**src/sv/mabs_pkg.sv**
```systemverilog
// Shared types, codes and constants of the multi-axis brake sequencer.
package mabs_pkg;

    localparam int MAX_AXES            = 5;
    localparam int DEFAULT_NUM_AXES    = 5;
    localparam int DEFAULT_COUNT_WIDTH = 16;
    localparam int TIMEOUT_WIDTH       = 16;
    localparam int AXIS_WIDTH          = 3;
    localparam int NUM_STRAT_REGS      = 5;
    localparam int APB_ADDR_WIDTH      = 5;
    localparam int APB_DATA_WIDTH      = 32;
    localparam int S_TDATA_WIDTH       = 8;
    localparam int M_TDATA_WIDTH       = 16;

    localparam logic [2:0] REG_IDLE_TIMEOUT = 3'd5;
    localparam logic [TIMEOUT_WIDTH-1:0] TIMEOUT_RESET = 16'd1000;

    typedef enum logic [2:0] {
        OP_SET_BRAKE     = 3'd0,
        OP_ENABLE        = 3'd1,
        OP_DISABLE       = 3'd2,
        OP_MOTION_START  = 3'd3,
        OP_MOTION_STOP   = 3'd4,
        OP_TICK          = 3'd5,
        OP_FORCE_TIMEOUT = 3'd6,
        OP_IGNORE        = 3'd7
    } opcode_t;

    typedef enum logic [1:0] {
        STRAT_ON_DISABLE = 2'd0,
        STRAT_ON_ESTOP   = 2'd1,
        STRAT_ON_IDLE    = 2'd2,
        STRAT_MANUAL     = 2'd3
    } strategy_t;

    // Command from the sequencer core to one axis lane.
    typedef struct packed {
        logic    fire;
        logic    sel;
        opcode_t op;
        logic    engage;
    } lane_cmd_t;

    // Outcome of one request at one axis lane.
    typedef struct packed {
        logic brake;
        logic engaged_ev;
        logic released_ev;
    } lane_res_t;

endpackage

```
**src/sv/mabs_apb_regs.sv**
```systemverilog
// APB configuration registers: per-axis brake strategies and the idle timeout.
module mabs_apb_regs
    import mabs_pkg::*;
(
    input  logic                            clk,
    input  logic                            rst_n,
    input  logic                            psel,
    input  logic                            penable,
    input  logic                            pwrite,
    input  logic [APB_ADDR_WIDTH-1:0]       paddr,
    input  logic [APB_DATA_WIDTH-1:0]       pwdata,
    output logic [APB_DATA_WIDTH-1:0]       prdata,
    output logic                            pready,
    output strategy_t [NUM_STRAT_REGS-1:0]  strategy,
    output logic [TIMEOUT_WIDTH-1:0]        idle_timeout
);

    strategy_t [NUM_STRAT_REGS-1:0] strategy_reg;
    logic [TIMEOUT_WIDTH-1:0]       timeout_reg;
    logic [2:0]                     reg_index;
    logic                           wr_en;

    assign reg_index = paddr[4:2];
    assign wr_en     = psel && penable && pwrite && pready;
    assign pready    = 1'b1;

    always_ff @(posedge clk or negedge rst_n)
    begin
        if (!rst_n)
        begin
            for (int i = 0; i < NUM_STRAT_REGS; i++)
            begin
                strategy_reg[i] <= STRAT_MANUAL;
            end
            timeout_reg <= TIMEOUT_RESET;
        end
        else if (wr_en)
        begin
            if (reg_index == REG_IDLE_TIMEOUT)
            begin
                timeout_reg <= pwdata[TIMEOUT_WIDTH-1:0];
            end
            else if (reg_index < REG_IDLE_TIMEOUT)
            begin
                strategy_reg[reg_index] <= strategy_t'(pwdata[1:0]);
            end
        end
    end

    always_comb
    begin
        prdata = '0;
        if (reg_index == REG_IDLE_TIMEOUT)
        begin
            prdata = {{(APB_DATA_WIDTH-TIMEOUT_WIDTH){1'b0}}, timeout_reg};
        end
        else if (reg_index < REG_IDLE_TIMEOUT)
        begin
            prdata = {{(APB_DATA_WIDTH-2){1'b0}}, strategy_reg[reg_index]};
        end
    end

    assign strategy     = strategy_reg;
    assign idle_timeout = timeout_reg;

endmodule

```
**src/sv/mabs_axis_lane.sv**
```systemverilog
// One axis: brake state, idle countdown and the per-request update.
module mabs_axis_lane
    import mabs_pkg::*;
#(
    parameter int COUNT_WIDTH = DEFAULT_COUNT_WIDTH
)
(
    input  logic                   clk,
    input  logic                   rst_n,
    input  lane_cmd_t              cmd,
    input  strategy_t              strategy,
    input  logic [COUNT_WIDTH-1:0] arm_value,
    output lane_res_t              res
);

    localparam logic [COUNT_WIDTH-1:0] CNT_ONE = {{(COUNT_WIDTH-1){1'b0}}, 1'b1};

    logic                   brake_reg, brake_next;
    logic                   armed_reg, armed_next;
    logic [COUNT_WIDTH-1:0] cnt_reg, cnt_next;
    logic                   eng_ev, rel_ev;
    logic                   is_idle;

    assign is_idle = (strategy == STRAT_ON_IDLE);

    always_comb
    begin
        brake_next = brake_reg;
        armed_next = armed_reg;
        cnt_next   = cnt_reg;
        eng_ev     = 1'b0;
        rel_ev     = 1'b0;
        if (cmd.fire && cmd.op == OP_TICK)
        begin
            // Count down; on expiry an idle-strategy axis engages, others park at zero.
            if (armed_reg && cnt_reg != '0)
            begin
                cnt_next = cnt_reg - CNT_ONE;
                if (cnt_reg == CNT_ONE && is_idle)
                begin
                    armed_next = 1'b0;
                    if (!brake_reg)
                    begin
                        brake_next = 1'b1;
                        eng_ev     = 1'b1;
                    end
                end
            end
        end
        else if (cmd.fire && cmd.sel)
        begin
            unique case (cmd.op)
                OP_SET_BRAKE:
                begin
                    brake_next = cmd.engage;
                    eng_ev     = cmd.engage;
                    rel_ev     = !cmd.engage;
                    if (is_idle)
                    begin
                        armed_next = !cmd.engage;
                        cnt_next   = cmd.engage ? '0 : arm_value;
                    end
                end
                OP_ENABLE:
                begin
                    if (strategy == STRAT_ON_DISABLE)
                    begin
                        brake_next = 1'b0;
                        rel_ev     = 1'b1;
                    end
                    else if (is_idle)
                    begin
                        brake_next = 1'b0;
                        rel_ev     = brake_reg;
                        armed_next = 1'b0;
                        cnt_next   = '0;
                    end
                end
                OP_DISABLE:
                begin
                    if (strategy == STRAT_ON_DISABLE)
                    begin
                        brake_next = 1'b1;
                        eng_ev     = 1'b1;
                    end
                    else if (is_idle)
                    begin
                        armed_next = 1'b1;
                        cnt_next   = arm_value;
                    end
                end
                OP_MOTION_START:
                begin
                    // Disarm always; an engaged idle-strategy brake releases and re-arms.
                    armed_next = 1'b0;
                    cnt_next   = '0;
                    if (brake_reg && is_idle)
                    begin
                        brake_next = 1'b0;
                        rel_ev     = 1'b1;
                        armed_next = 1'b1;
                        cnt_next   = arm_value;
                    end
                end
                OP_MOTION_STOP:
                begin
                    if (is_idle)
                    begin
                        armed_next = 1'b1;
                        cnt_next   = arm_value;
                    end
                end
                OP_FORCE_TIMEOUT:
                begin
                    if (is_idle && armed_reg)
                    begin
                        armed_next = 1'b0;
                        cnt_next   = '0;
                        if (!brake_reg)
                        begin
                            brake_next = 1'b1;
                            eng_ev     = 1'b1;
                        end
                    end
                end
                OP_TICK, OP_IGNORE:
                begin
                end
                default:
                begin
                end
            endcase
        end
    end

    always_ff @(posedge clk or negedge rst_n)
    begin
        if (!rst_n)
        begin
            brake_reg <= 1'b1;
            armed_reg <= 1'b0;
            cnt_reg   <= '0;
        end
        else
        begin
            brake_reg <= brake_next;
            armed_reg <= armed_next;
            cnt_reg   <= cnt_next;
        end
    end

    assign res.brake       = brake_next;
    assign res.engaged_ev  = eng_ev;
    assign res.released_ev = rel_ev;

endmodule

```
**src/sv/multi_axis_brake_sequencer_core.sv**
```systemverilog
// Top level of the multi-axis brake sequencer: stream ports, APB port and axis lanes.
//
// Usage: each request on the slave stream (s_tvalid/s_tready/s_tdata) names an
// opcode, a target axis and, for set brake, the requested brake value. Every
// request yields exactly one result on the master stream (m_tvalid/m_tready/
// m_tdata): a status bit, the mask of released brakes after the request, and
// masks of engaged and released events caused by it.
// Throughput is one request per cycle while the receiver keeps m_tready high. A
// request is captured in an input register; when the output register is free,
// all axis lanes update in parallel and the result lands in the output register.
// The lanes' state registers close a loop through the lane logic, which is what
// limits the rate to one request per clock.
// When the receiver stalls, the result holds in the output register and the
// input register still takes one more request; s_tready then drops until the
// result is taken. Ready on the slave side follows m_tready combinationally.
// Reset (rst_n low, asynchronous) engages all brakes, disarms all countdowns,
// sets every strategy to manual and the idle timeout to 1000 ticks, and
// empties both registers. Write configuration over APB only while idle.
module multi_axis_brake_sequencer_core
    import mabs_pkg::*;
#(
    parameter int NUM_AXES    = DEFAULT_NUM_AXES,
    parameter int COUNT_WIDTH = DEFAULT_COUNT_WIDTH
)
(
    input  logic                      clk,
    input  logic                      rst_n,
    // APB configuration port
    input  logic                      psel,
    input  logic                      penable,
    input  logic                      pwrite,
    input  logic [APB_ADDR_WIDTH-1:0] paddr,
    input  logic [APB_DATA_WIDTH-1:0] pwdata,
    output logic [APB_DATA_WIDTH-1:0] prdata,
    output logic                      pready,
    // request stream
    input  logic                      s_tvalid,
    output logic                      s_tready,
    // [2:0] opcode, [5:3] axis_index, [6] engage_request, [7] zero
    input  logic [S_TDATA_WIDTH-1:0]  s_tdata,
    // result stream
    output logic                      m_tvalid,
    input  logic                      m_tready,
    // [0] status, [5:1] released_mask, [10:6] engaged_events, [15:11] released_events
    output logic [M_TDATA_WIDTH-1:0]  m_tdata
);

    localparam logic [32:0] COUNT_MAX = (33'd1 << COUNT_WIDTH) - 33'd1;

    strategy_t [NUM_STRAT_REGS-1:0] strategy;
    logic [TIMEOUT_WIDTH-1:0]       idle_timeout;
    logic [32:0]                    arm_wide;
    logic [COUNT_WIDTH-1:0]         arm_value;

    logic                     in_valid_reg;
    opcode_t                  op_reg;
    logic [AXIS_WIDTH-1:0]    axis_reg;
    logic                     engage_reg;
    logic                     out_valid_reg;
    logic [M_TDATA_WIDTH-1:0] out_data_reg, out_data_next;
    logic                     advance;
    logic                     axis_ok;
    logic                     status;

    lane_res_t [NUM_AXES-1:0] lane_res;
    logic [MAX_AXES-1:0]      rel_mask, eng_mask, relev_mask;

    mabs_apb_regs u_regs (
        .clk          (clk),
        .rst_n        (rst_n),
        .psel         (psel),
        .penable      (penable),
        .pwrite       (pwrite),
        .paddr        (paddr),
        .pwdata       (pwdata),
        .prdata       (prdata),
        .pready       (pready),
        .strategy     (strategy),
        .idle_timeout (idle_timeout)
    );

    // Arm value: a zero timeout counts as one tick, clip to the counter range.
    always_comb
    begin
        arm_wide = {{(33-TIMEOUT_WIDTH){1'b0}}, idle_timeout};
        if (arm_wide == '0)
        begin
            arm_wide = 33'd1;
        end
        if (arm_wide > COUNT_MAX)
        begin
            arm_wide = COUNT_MAX;
        end
    end
    assign arm_value = arm_wide[COUNT_WIDTH-1:0];

    // Advance the held request into the result register when that register frees up.
    assign advance  = in_valid_reg && (!out_valid_reg || m_tready);
    assign s_tready = !in_valid_reg || advance;

    always_ff @(posedge clk or negedge rst_n)
    begin
        if (!rst_n)
        begin
            in_valid_reg <= 1'b0;
        end
        else if (s_tready)
        begin
            in_valid_reg <= s_tvalid;
        end
    end

    always_ff @(posedge clk)
    begin
        if (s_tready && s_tvalid)
        begin
            op_reg     <= opcode_t'(s_tdata[2:0]);
            axis_reg   <= s_tdata[5:3];
            engage_reg <= s_tdata[6];
        end
    end

    assign axis_ok = (axis_reg < AXIS_WIDTH'(NUM_AXES));
    assign status  = !axis_ok && (op_reg != OP_TICK) && (op_reg != OP_IGNORE);

    for (genvar gi = 0; gi < NUM_AXES; gi++)
    begin : g_lane
        lane_cmd_t cmd;

        assign cmd.fire   = advance;
        assign cmd.sel    = axis_ok && (axis_reg == AXIS_WIDTH'(gi));
        assign cmd.op     = op_reg;
        assign cmd.engage = engage_reg;

        mabs_axis_lane #(
            .COUNT_WIDTH (COUNT_WIDTH)
        ) u_lane (
            .clk       (clk),
            .rst_n     (rst_n),
            .cmd       (cmd),
            .strategy  (strategy[gi]),
            .arm_value (arm_value),
            .res       (lane_res[gi])
        );
    end

    // Gather lane outcomes; axes beyond NUM_AXES read as zero.
    always_comb
    begin
        rel_mask   = '0;
        eng_mask   = '0;
        relev_mask = '0;
        for (int i = 0; i < NUM_AXES; i++)
        begin
            rel_mask[i]   = !lane_res[i].brake;
            eng_mask[i]   = lane_res[i].engaged_ev;
            relev_mask[i] = lane_res[i].released_ev;
        end
        out_data_next = {relev_mask, eng_mask, rel_mask, status};
    end

    always_ff @(posedge clk or negedge rst_n)
    begin
        if (!rst_n)
        begin
            out_valid_reg <= 1'b0;
        end
        else if (advance)
        begin
            out_valid_reg <= 1'b1;
        end
        else if (m_tready)
        begin
            out_valid_reg <= 1'b0;
        end
    end

    always_ff @(posedge clk)
    begin
        if (advance)
        begin
            out_data_reg <= out_data_next;
        end
    end

    assign m_tvalid = out_valid_reg;
    assign m_tdata  = out_data_reg;

endmodule

```
**config.mk**
```make
export PLATFORM = sky130hd
export DESIGN_NAME = multi_axis_brake_sequencer_core
export DESIGN_NICKNAME = d
export VERILOG_FILES = /design/src/sv/mabs_pkg.sv /design/src/sv/mabs_apb_regs.sv /design/src/sv/mabs_axis_lane.sv /design/src/sv/multi_axis_brake_sequencer_core.sv
export SDC_FILE = /design/constraint.sdc
export NUM_CORES = 1
export LEC_CHECK = 0
export BUFFER_PORTS_ARGS = -buffer_cell sky130_fd_sc_hd__buf_4
export CAP_MARGIN = 20
export CORE_UTILIZATION = 32
export CTS_CLUSTER_SIZE = 28
export DETAILED_ROUTE_END_ITERATION = 10
export PLACE_DENSITY = 0.46
export SYNTH_ARGS = -nofsm -noshare
export SYNTH_HDL_FRONTEND = slang
export SYNTH_SLANG_ARGS = --single-unit
```
**constraint.sdc**
```tcl
create_clock -name clk -period 5.6 [get_ports clk]
set_clock_uncertainty 0.1 [all_clocks]
set_input_delay 0.56 -clock clk [delete_from_list [all_inputs] [get_ports clk]]
set_output_delay 0.56 -clock clk [all_outputs]
set_load 0.01 [all_outputs]
```
---- After elaboration in Yosys (flattened, before gate mapping) ----
Index checks and enable logic that the tools add are counted.
cells by class
  add/sub/neg operators ................... 5
  $lt $le $gt $ge ......................... 5
  equality and inequality tests ........... 58
  muxes and demuxes ....................... 232
  bitwise operators ....................... 6
  reductions and logical operators ........ 86
operators by type and width
  cell                     number
  $mux W16                 53
  $pmux W16 S6             5
  $mux W1                  147
  $eq A16 B1 Y1 const B    5
  $reduce_bool A16 Y1      5
  $sub A16 B1 Y16 const B  5
  $ne A3 B1 Y1 const B     15
  $reduce_and A9 Y1        5
  $reduce_and A8 Y1        5
  $logic_and A1 B1 Y1      38
  $gt A33 B16 Y1 const B   1
  $mux W32                 1
  $ne A3 B3 Y1 const B     10
  $pmux W1 S3              10
  $pmux W1 S6              5
  $pmux W1 S5              5
  $logic_not A16 Y1        1
  $ne A2 B1 Y1 const B     8
  $eq A3 B3 Y1 const B     5
  $eq A3 B2 Y1 const B     4
  $reduce_bool A2 Y1       6
  $bwmux W10               1
  $eq A2 B2 Y1 const B     5
  $logic_not A2 Y1         5
  other kinds (17)         42
word-level totals
  register bits ........................... 141
  bits of input ports ..................... 52
  output and inout port bits .............. 51
  word-level logic and storage cells ...... 424

---- Logic depth before layout (Yosys ltp) ----
Gate-level depths: netlist of run 1.
  word-level depth ........................ 9
  gate-level depth with buffers ........... 10
  gate-level depth less buffers ........... 8

---- Cells and area by module ----
A second synthesis of run 1 with hierarchy kept.
second synthesis, totals
  cells, all modules ...................... 1,087
  area total of the unflattened synthesis .. 9,770.6 um2
modules (own cells, without submodules)
  module                                  times used  cells an instance  area each (um2)
  mabs_axis_lane at g_lane[1].u_lane ...  4           183                1,452.6
  mabs_axis_lane at g_lane[0].u_lane      1           182                1,572.8
  mabs_apb_regs                           1           110                1,452.6
  multi_axis_brake_sequencer_core         1           63                 934.6

---- Worst setup path before layout of run 1 ----
OpenSTA, ideal clock, no wires.
  path kind ............................... register to register
  from .................................... register g_lane[2].u_lane.cnt_reg[4]
  to ...................................... register out_data_reg[3] (netlist: m_tdata[3]), data pin
  library setup time ...................... 261 ps
  arrival ................................. 2,141 ps
  data required time ...................... 5,239 ps
  setup slack ............................. 3,098 ps
  cell stages (with the launch flop) ...... 7
  buffers on the path ..................... 0
  cells stage by stage .................... dfrtp_1 or4_1 or4_1 or4_4 nor2b_4 a21oi_2 o21ai_0
between the ends
  cells in the longest elaborated chain, start to end .. 6
  elaborated cells between the ends (all ways) .. 8
  classes of those cells .................. eq/ne: 1; mux: 3; reduce/logical: 4
ends and longest elaborated chain
  what                    RTL line                                text
  start, declared         mabs_axis_lane.sv:20                    logic [COUNT_WIDTH-1:0] cnt_reg, cnt_next;
  start signal, assigned  mabs_axis_lane.sv:148                   cnt_reg <= cnt_next;
  $eq A16 B1 Y1           mabs_axis_lane.sv:39                    if (cnt_reg == CNT_ONE && is_idle)
  $logic_and A1 B1 Y1     mabs_axis_lane.sv:39
  $mux W1                 mabs_axis_lane.sv:39
  $mux W1 *               mabs_axis_lane.sv:36                    if (armed_reg && cnt_reg != '0)
  $mux W1 *               mabs_axis_lane.sv:33                    if (cmd.fire && cmd.op == OP_TICK)
  $logic_not A1 Y1 *      multi_axis_brake_sequencer_core.sv:155  rel_mask[i] = !lane_res[i].brake;
  via out_data_next[3]    multi_axis_brake_sequencer_core.sv:60   logic [M_TDATA_WIDTH-1:0] out_data_reg, out_data_next;
  end signal, assigned    multi_axis_brake_sequencer_core.sv:182  out_data_reg <= out_data_next;
  end, declared           multi_axis_brake_sequencer_core.sv:60
The timed path passes the listed nets; every way through them passes the cells marked *.
A chain may end at the register's enable or synchronous reset.

---- Worst setup path after layout of run 1 ----
  from .................................... register op_reg[1]
  to ...................................... register g_lane[3].u_lane.cnt_reg[3]
between the ends
  cells in the longest elaborated chain, start to end .. 4
  elaborated cells between the ends (all ways) .. 20
  classes of those cells .................. eq/ne: 12; mux: 3; reduce/logical: 5
ends and longest elaborated chain
  what                                                 RTL line                                    text
  start, declared                                      multi_axis_brake_sequencer_core.sv:56       opcode_t op_reg;
  start signal, assigned                               multi_axis_brake_sequencer_core.sv:117      op_reg <= opcode_t'(s_tdata[2:0]);
  $eq A3 B3 Y1, or another cell as far along           mabs_axis_lane.sv:52                        unique case (cmd.op)
  $pmux W16 S6 or $logic_and A1 B1 Y1 (tied branches)  mabs_axis_lane.sv:52, mabs_axis_lane.sv:33
  $mux W16, or another cell as far along               mabs_axis_lane.sv:50                        else if (cmd.fire && cmd.sel)
  $mux W16 or $reduce_and A8 Y1 (tied branches)        --
  end signal, assigned                                 mabs_axis_lane.sv:148
  end, declared                                        mabs_axis_lane.sv:20
Several ways; a longest one is shown, not always the timed one. The select of a mux whose other input is x is not followed.

==> metrics list, run 1 <==
- The run finished with clean final reports.
* Yosys top cell area share: 27.5%
- Row generation in the floorplan step produced 60 rows.
- WL per Instance: 20.1 um
- Summed over all layers, the routed wires come to 28300 um.
* RSZ-0062 raised after global routing: no
* Top area cells in the synthesized netlist: dfrtp_1 27%, edfxtp_1 7.8%, o21ai_0 6.3%
- Counting along the longest clock path gives a buffer depth of 2.
* Fmax: 0.289 GHz
* Synthesized instance count: 1011
- Max reg flops: 80
* Filler cells: 2742
* Via density per instance: 5.79
- In this run the worst hold path is classified as input port to flip-flop.
* Hold path startpoint: s_tdata[1]
* Worst hold stages: 1
- Final setup violating endpoints: 0
- Net switching is 38.3% of the power.
- Post-synthesis cell area: 0.00884 mm2
- Pint: 2.32 mW
- In the synthesized netlist the dominant register cell turns out to be dfrtp_1.
* Count of flip-flops with a built-in enable after synthesis: 23
- Post-detailed-placement cell area: 0.00958 mm2
- Kind of end point of the critical path: flip-flop
- Total power: 3.76 mW
* Hold Crit Endpoint: op_reg[1]
- In this run the worst path has a maximum fanout of 99.
* Setup TNS: 0 ps
- Static power due to leakage: 4.03 nW
* Max Transition Viols Final: 0
- The number of antenna violations at the first check in global routing is 0.
* Most frequent cells in the layout: 112 x o21ai_0, 97 x dfrtp_1, 89 x a21oi_1
- Cell with the largest stage delay on the worst path: a211oi_1
- Post-layout worst setup margin: 2140 ps
- Number of nets at the end of the flow: 1115
* Antenna-violating nets left: 0
- For the worst setup path, the data required time is 5780 ps.
- Of the synthesized area, sequential elements account for 41.5%.
- Starting Density: 32.7%
* Number of remaining DRC errors: 0
* # port buffers: 66
- The endpoint identified for the worst register-to-register timing path is g_lane[3].u_lane.cnt_reg[3].
- Detailed placement ended at an HPWL of 19100 um.
* Number of iterations in the first detailed-routing pass: 5
* Post-Layout Inst Area: 0.0102 mm2
- The core region is 0.0270 mm2.
* Headroom to the max-slew limit: 33.9%
* Global-route total usage across every layer: 20.7%
- In this run the post-CTS setup repair buffer count came out at 0.
* Commonest non-fill, non-tap cell in the layout: o21ai_0
- Final hold violations: 0
- Clock tree synthesis selected as its root buffer the cell clkbuf_16.
- Counting flops with an async set or reset pin after synthesis yields a share of 83.7%.
- Transition time of the tightest slew-check pin: 986 ps
* Area delta synth->final: 15.1%
* Ys Warns: 0
- Prior to clock tree synthesis, the placed netlist has a worst setup slack of 2180 ps.
* Latest clock arrival within the worst-skew pair: 430 ps
- The H-tree generated during clock tree synthesis spans 4 levels.
- Num CTS Buffers: 17
- The startpoint identified for the worst register-to-register timing path is op_reg[1].
* Arrival time worst endpoint: 3640 ps
- Cells on worst reg2reg path: 7
- After clock tree synthesis, the clock-pin slew on the worst setup and hold paths is 60 ps.
- Number of buffers and inverters on the critical path: 1
- TritonCTS clock tree: yes
- Post-CTS sizing: 0
- Part of the power in the clock network: 31.0%
- The signal on the critical path passes through nor2b_1 > nand4_1 > buf_12 > nor2_1 > a211oi_1 > o21ai_0 > o2bb2ai_1.
- Among cell families on the critical path, the largest total delay comes from compound AO/OA/AOI/OAI gates.
* Die span in x: 168 um
- For this run, the slowest stage of the critical path takes 870 ps.
- Total net switching power: 1.44 mW
- Mean Syn Cell Area: 8.74 um2
* Detailed router's first-iteration violation count: 535
- The die covers 0.0283 mm2.
- Flops & latches, synth: 141
- Boundary Pins: 103
- Antenna cell count: 0
- Dividing the final minimum period by the clock period gives 61.8%.
- The worst-case IR drop observed on VDD is 0.000179 V.
- Reg2reg setup slack: 2140 ps
* Combinational share of power: 27.9%
- Kind of critical path: flip-flop to flip-flop
- Core occupancy in the finished layout: 37.7%
- For this block, the via count after detailed routing is 8141.
* Type of origin of the critical path: flip-flop
- The biggest area contributor in the post-synthesis netlist is dfrtp_1.
- Grt total ovfl: 0
- The tool flagged a number of max-cap violations equal to 0.
- Part of the power in registers: 41.1%
- Number of sinks on the clock net: 141
- The number of global-route vias before repair is 8042.
- Dividing total power by cell area gives a power density of 369 mW/mm2.
* Crit path time final: 3460 ps
* Largest net degree at the start of global routing: 100
- Die outline height: 168 um
- The first global-routing pass estimated 45900 um of wire.
* Proportion of layout cells with a drive suffix above 1: 16.8%
- The congestion estimate from routability-driven global placement came to 0.802.
- Count of distinct cell types in the synthesized netlist: 65
worst max path at each step:
| stage | start | to | slack, ps | cells after the start |
|---|---|---|---|---|
| after floorplan | g_lane[2].u_lane.cnt_reg[4] | m_tdata[3] | 3100 | 6 |
| after global placement | op_reg[1] | g_lane[3].u_lane.cnt_reg[11] | 2230 | 7 |
| after detailed placement | op_reg[1] | g_lane[3].u_lane.cnt_reg[13] | 2180 | 7 |
| after CTS | op_reg[1] | g_lane[3].u_lane.cnt_reg[3] | 2200 | 7 |
| after global routing | op_reg[1] | g_lane[3].u_lane.cnt_reg[2] | 1910 | 7 |
| final | op_reg[1] | g_lane[3].u_lane.cnt_reg[3] | 2140 | 7 |
power by group through the flow:
| stage | clock network [mW] | registers, mW | logic (mW) |
|---|---|---|---|
| after floorplan | 0 | 1.40 | 0.801 |
| after global placement | 0 | 1.56 | 1.04 |
| after detailed placement | 0 | 1.56 | 1.04 |
| after CTS | 1.20 | 1.54 | 1.05 |
| after global routing | 1.24 | 1.58 | 1.20 |
| final | 1.17 | 1.54 | 1.05 |
cells in the mapped netlist (all sizes together) (10+ instances only):
library cell,instances
a21oi,90
a22oi,30
a31oi,12
a32oi,16
and2,21
buf,29
clkbuf,46
dfrtp,97
dfstp,21
edfxtp,23
ha,10
inv,40
mux2,27
nand2,66
nand2b,27
nand3,14
nor2,78
nor2b,12
nor3,43
nor4,31
o21ai,112
o22ai,14
o2bb2ai,30
or3,10
or4,12
kinds of logic after synthesis:
family	count (synthesis)	synth area share, %
and+or+nand+nor	350	20.8
AOI/OAI and AO/OA	361	25.8
buffers and inverters	115	6.11
DFF	141	41.5
adders and majority gates	10	1.42
other	2	0.0849
muxes	32	4.29
final cells by class:
type	count	area, um2	share of cell area [%]
Clock inverter	14	155	1.52
Tap cell	341	427	4.19
Inverter	40	150	1.47
Multi-Input combinational cell	770	4700	46.2
Clock buffer	18	439	4.31
Timing Repair Buffer	83	638	6.27
Sequential cell	141	3670	36.0
through the flow:
stage | hold WS [ps] | std cells
after floorplan | 164 | 1026
after global placement | 379 | 1374
after detailed placement | 372 | 1374
after CTS | 194 | 1407
after global routing | 193 | 1407
final | 207 | 1407
repair_timing:
action                     in CTS  in global routing
hold buffers                    1                  0
setup endpoints to repair       0                  0
hold endpoints to repair        8                  0
metal layers:
layer	routed length [um]	vias to the layer above	share of wire, %	global-route usage (%)
li1	-	3854	-	-
met1	13400	3995	47	29.0
met2	13000	250	46	33.0
met3	1290	42	4.6	2.66
met4	588	0	2.1	6.88
met5	0	-	0	0
No activity file was read; power rests on OpenSTA's default activity.
==> inputs of run 2 (changes only) <==
--- a/config.mk
+++ b/config.mk
@@ -5,12 +5,13 @@
 export SDC_FILE = /design/constraint.sdc
 export NUM_CORES = 1
 export LEC_CHECK = 0
+export ABC_AREA = 1
 export BUFFER_PORTS_ARGS = -buffer_cell sky130_fd_sc_hd__buf_4
 export CAP_MARGIN = 20
 export CORE_UTILIZATION = 32
 export CTS_CLUSTER_SIZE = 28
 export DETAILED_ROUTE_END_ITERATION = 10
-export PLACE_DENSITY = 0.46
+export PLACE_DENSITY = 0.47
 export SYNTH_ARGS = -nofsm -noshare
 export SYNTH_HDL_FRONTEND = slang
 export SYNTH_SLANG_ARGS = --single-unit
==> constraint.sdc (replaced) <==
create_clock -name clk -period 2.8 [get_ports clk]
set_clock_uncertainty 0.1 [all_clocks]
set_input_delay 0.28 -clock clk [delete_from_list [all_inputs] [get_ports clk]]
set_output_delay 0.28 -clock clk [all_outputs]
set_load 0.01 [all_outputs]
==> run 2 against run 1 <==
Compared with the run above: the flow now finishes with violations (DRC); register-to-register slack worse by 1800 ps; sequential share of layout area decreased by 5.5 points; clock power up 120%; final cell count increased by 50%.
==> metrics list, run 2 <==
* Type of origin of the critical path: flip-flop
* Fmax: 0.400 GHz (+38%)
* Top area cells in the synthesized netlist: dfrtp_1 24%, nand2_1 23%, nand3_1 10%
- Classification of the worst-slack hold path: input port to flip-flop
- The number of detailed-routing iterations run before antenna repair came to 8 (+3).
- TritonCTS built the clock tree.
- The clock buffer count from CTS is 17 (unchanged).
- The number of flip-flops in the largest register is 80 (unchanged).
- The total wire length is 33700 um (+19%).
- Die outline height: 180 um (+6.9%)
* Via count of the first global-routing pass: 9682 (+20%)
- Global-route total usage across every layer: 21.2% (+0.50 points)
- Final clock period utilization by the worst path: 89.4% (+28 points)
* Antenna-violating nets left: 0 (unchanged)
- The measured slew at the worst slew-check pin came to 735 ps (-251 ps).
- Boundary Pins: 103 (unchanged)
- Clock root buffer: clkbuf_16
- Latest clock arrival within the worst-skew pair: 440 ps (about the same)
- Detailed router's first-iteration violation count: 732 (+37%)
- The maximum VDD drop came to 0.000369 V (+110%).
* Proportion of layout cells with a drive suffix above 1: 11.2% (-5.6 points)
- The largest net degree at the start of global routing is 65 (-35%).
- The total core area came to 0.0308 mm2 (+14%).
* Cell with the most instances after synthesis: nand2_1
* Filler cells: 3360 (+23%)
- The number of violations of the max-capacitance limit came to 0 (unchanged).
- The normalized max-slew margin came to 50.8% (+17 points).
- The cell count after synthesis is 1596 (+58%).
- Ys Warns: 0 (unchanged)
* WL per Instance: 16.0 um (-20%)
- The number of sinks driven by the clock tree came to 141 (unchanged).
* RSZ-0062 raised after global routing: no
* Yosys top cell area share: 24.0% (-3.5 points)
- Post-CTS setup buffers: 0 (unchanged)
- Commonest non-fill, non-tap cell in the layout: nand2_1
* Status: complete, but fails checks
- The chip width was 180 um (+6.9%).
- The area enclosed by the die boundary came to 0.0323 mm2 (+14%).
* Worst-path fanout max: 20 (-80%)
* Cell area power density: 907 mW/mm2 (+150%)
- Clock transition at the register clock pins on the worst setup and hold paths after CTS: 70 ps (about the same)
- The worst-case register-to-register setup slack came to 300 ps (-1840 ps).
- The endpoint identified for the worst register-to-register timing path is g_lane[2].u_lane.cnt_reg[11].
- Antenna violations before repair: 0 (unchanged)
* Biggest area consumer among synthesized cells: dfrtp_1
- The routed via count divided by cell count came to 4.86 (-16%).
- STA classifies the critical path endpoint as a flip-flop.
- The global-route wire length before repair came to 53700 um (+17%).
- Crit path time final: 2500 ps (-960 ps)
- Area delta synth->final: 18.9%
* Max Transition Viols Final: 0 (unchanged)
* Mean Syn Cell Area: 6.34 um2 (-28%)
* # port buffers: 66 (unchanged)
- Setup WS pre-CTS: 293 ps (-1890 ps)
- The weighted congestion reported at the end of routability-driven placement came to 0.916 (+14%).
* Violated checks: DRC
- The maximum count of clock buffers along a single path came to 2 (unchanged).
* Number of nets at the end of the flow: 1757 (+58%)
* End point of the critical path: g_lane[2].u_lane.cnt_reg[11]
* Most frequent cells after synthesis: 614 x nand2_1, 208 x nor2_1, 202 x nand3_1
- Count of distinct cell types in the synthesized netlist: 41 (-37%)
- Setup TNS: 0 ps (unchanged)
- Predominant post-synthesis flop cell: dfrtp_1
- Tracing the worst setup path back leads to its startpoint at op_reg[1].
- Arrival time worst endpoint: 2770 ps (-870 ps)
- Final hold violations: 0 (unchanged)
- The total standard cell area after synthesis is 0.0101 mm2 (+14%).
- Kind of critical path: flip-flop to flip-flop
- Static power due to leakage: 6.23 nW (+55%)
* Vias post-DR: 10200 (+26%)
- Flops & latches, synth: 141 (unchanged)
- Sequential fraction of the synthesis area: 36.3% (-5.2 points)
- Core occupancy in the finished layout: 39.0% (+1.3 points)
- Starting Density: 32.8% (+0.091 points)
* Worst Path Required: 3070 ps (-2710 ps)
- Antenna cell count: 0 (unchanged)
* Grt total ovfl: 0 (unchanged)
* Most frequent cells in the layout: 614 x nand2_1, 207 x nor2_1, 202 x nand3_1
* Max incr delay on CP: 590 ps (-280 ps)
- Post-layout worst setup margin: 297 ps (-1840 ps)
- Half-perimeter wire length after placement: 23800 um (+24%)
- Worst R2R Start: op_reg[1]
- The number of levels the H-tree was split into is 4 (unchanged).
* Ordered list of cells on the worst path: inv_2 > nand3_2 > inv_2 > nand2_4 > nand2_4 > nand3_2 > nor3_4 > nand3_1 > nand2_1
- The count of final setup violators came to 0 (unchanged).
- Number of remaining DRC errors: 4 (+4)
- The share of flip-flops with an asynchronous set or reset is 83.7% (unchanged).
- Cell with the largest stage delay on the worst path: nor3_4
- Cells on worst reg2reg path: 9 (+2)
- The standard-cell row count was 64 (+6.7%).
- Count of flip-flops with a built-in enable after synthesis: 23 (unchanged)
==> run 2: cell count changes in the layout (fill, tap and decap cells not counted), moves of 21 or more <==
cell and delta:
a21oi_1 -59, a22oi_1 -30, and2_1 -21, dlygate4sd3_1 +24, inv_1 +106, mux2_2 -27, nand2_1 +548, nand2b_1 -27
nand3_1 +188, nor2_1 +129, nor3_1 -37, nor4_1 -28, o21ai_0 -29, o2bb2ai_1 -30
==> run 2: worst min-delay path by stage <==
stage | startpoint | end | slack, ps | cells after the start
floorplan | rst_n | g_lane[0].u_lane.armed_reg | -120 | 0
CTS | m_tready | m_tvalid | 30 | 4
finish | m_tready | m_tvalid | 50 | 4
global placement | rst_n | m_tvalid | 140 | 1
global route | m_tready | m_tvalid | 70 | 4
detailed placement | rst_n | m_tvalid | 140 | 1
==> run 2: critical path, delay by kind of cell, from the launching register on <==
family | cells | cell delay, ps
buffers and inverters | 2 | 290
AND/OR/NAND/NOR | 7 | 1500
flip-flops | 1 | 530
==> run 2: cells by family (layout without fill, tap and decap cells) <==
kind of cell / after synthesis / after routing / synth area share (%)
AO/OA/AOI/OAI: 132 / 132 / 7.01
XOR/XNOR: 17 / 17 / 1.47
adder cells (fa/ha/maj): 10 / 10 / 1.24
buffers and inverters: 212 / 309 / 9.04
flip-flops: 141 / 141 / 36.3
other: 2 / 17 / 0.0743
AND/OR/NAND/NOR: 1082 / 1082 / 44.9
==> run 2: repair_timing <==
item | in CTS | in global routing
endpoints found under the setup margin | 0 | 3
resized for setup | 0 | 1
hold buffers | 25 | 0
hold endpoints to repair | 49 | 0
==> run 2: metrics by stage <==
stage,hold WS [ps],cell area [um2],power [mW],std cells
finish,51.3,12000,10.9,2104
global route,74.2,12000,11.9,2104
CTS,32.4,12000,11.0,2104
detailed placement,137,11100,8.33,2047
global placement,141,11100,8.30,2047
floorplan,-116,10200,6.92,1611
==> run 2: cell type report <==
cell class	instances	area, um2	share of cell area, %
clock inverters	9	156	1.30
multi-input cells	1258	5600	46.6
well taps	396	495	4.12
flip-flops and latches	141	3670	30.5
inverters	151	567	4.72
clock buffers	23	489	4.07
repair buffers	126	1050	8.70
==> run 2: report_power, final <==
part,leakage [nW],switching [mW],internal (mW)
clock network,0.316,0.939,1.59
registers,1.68,0.875,2.90
logic,4.23,3.01,1.59
==> run 2: metal layers <==
metal / wire (um) / track usage (%) / part of all wire, %
met3: 1430 / 3.24 / 4.2
met1: 15800 / 28.1 / 47
met4: 606 / 6.00 / 1.8
met5: 0 / 0 / 0
met2: 15900 / 35.8 / 47
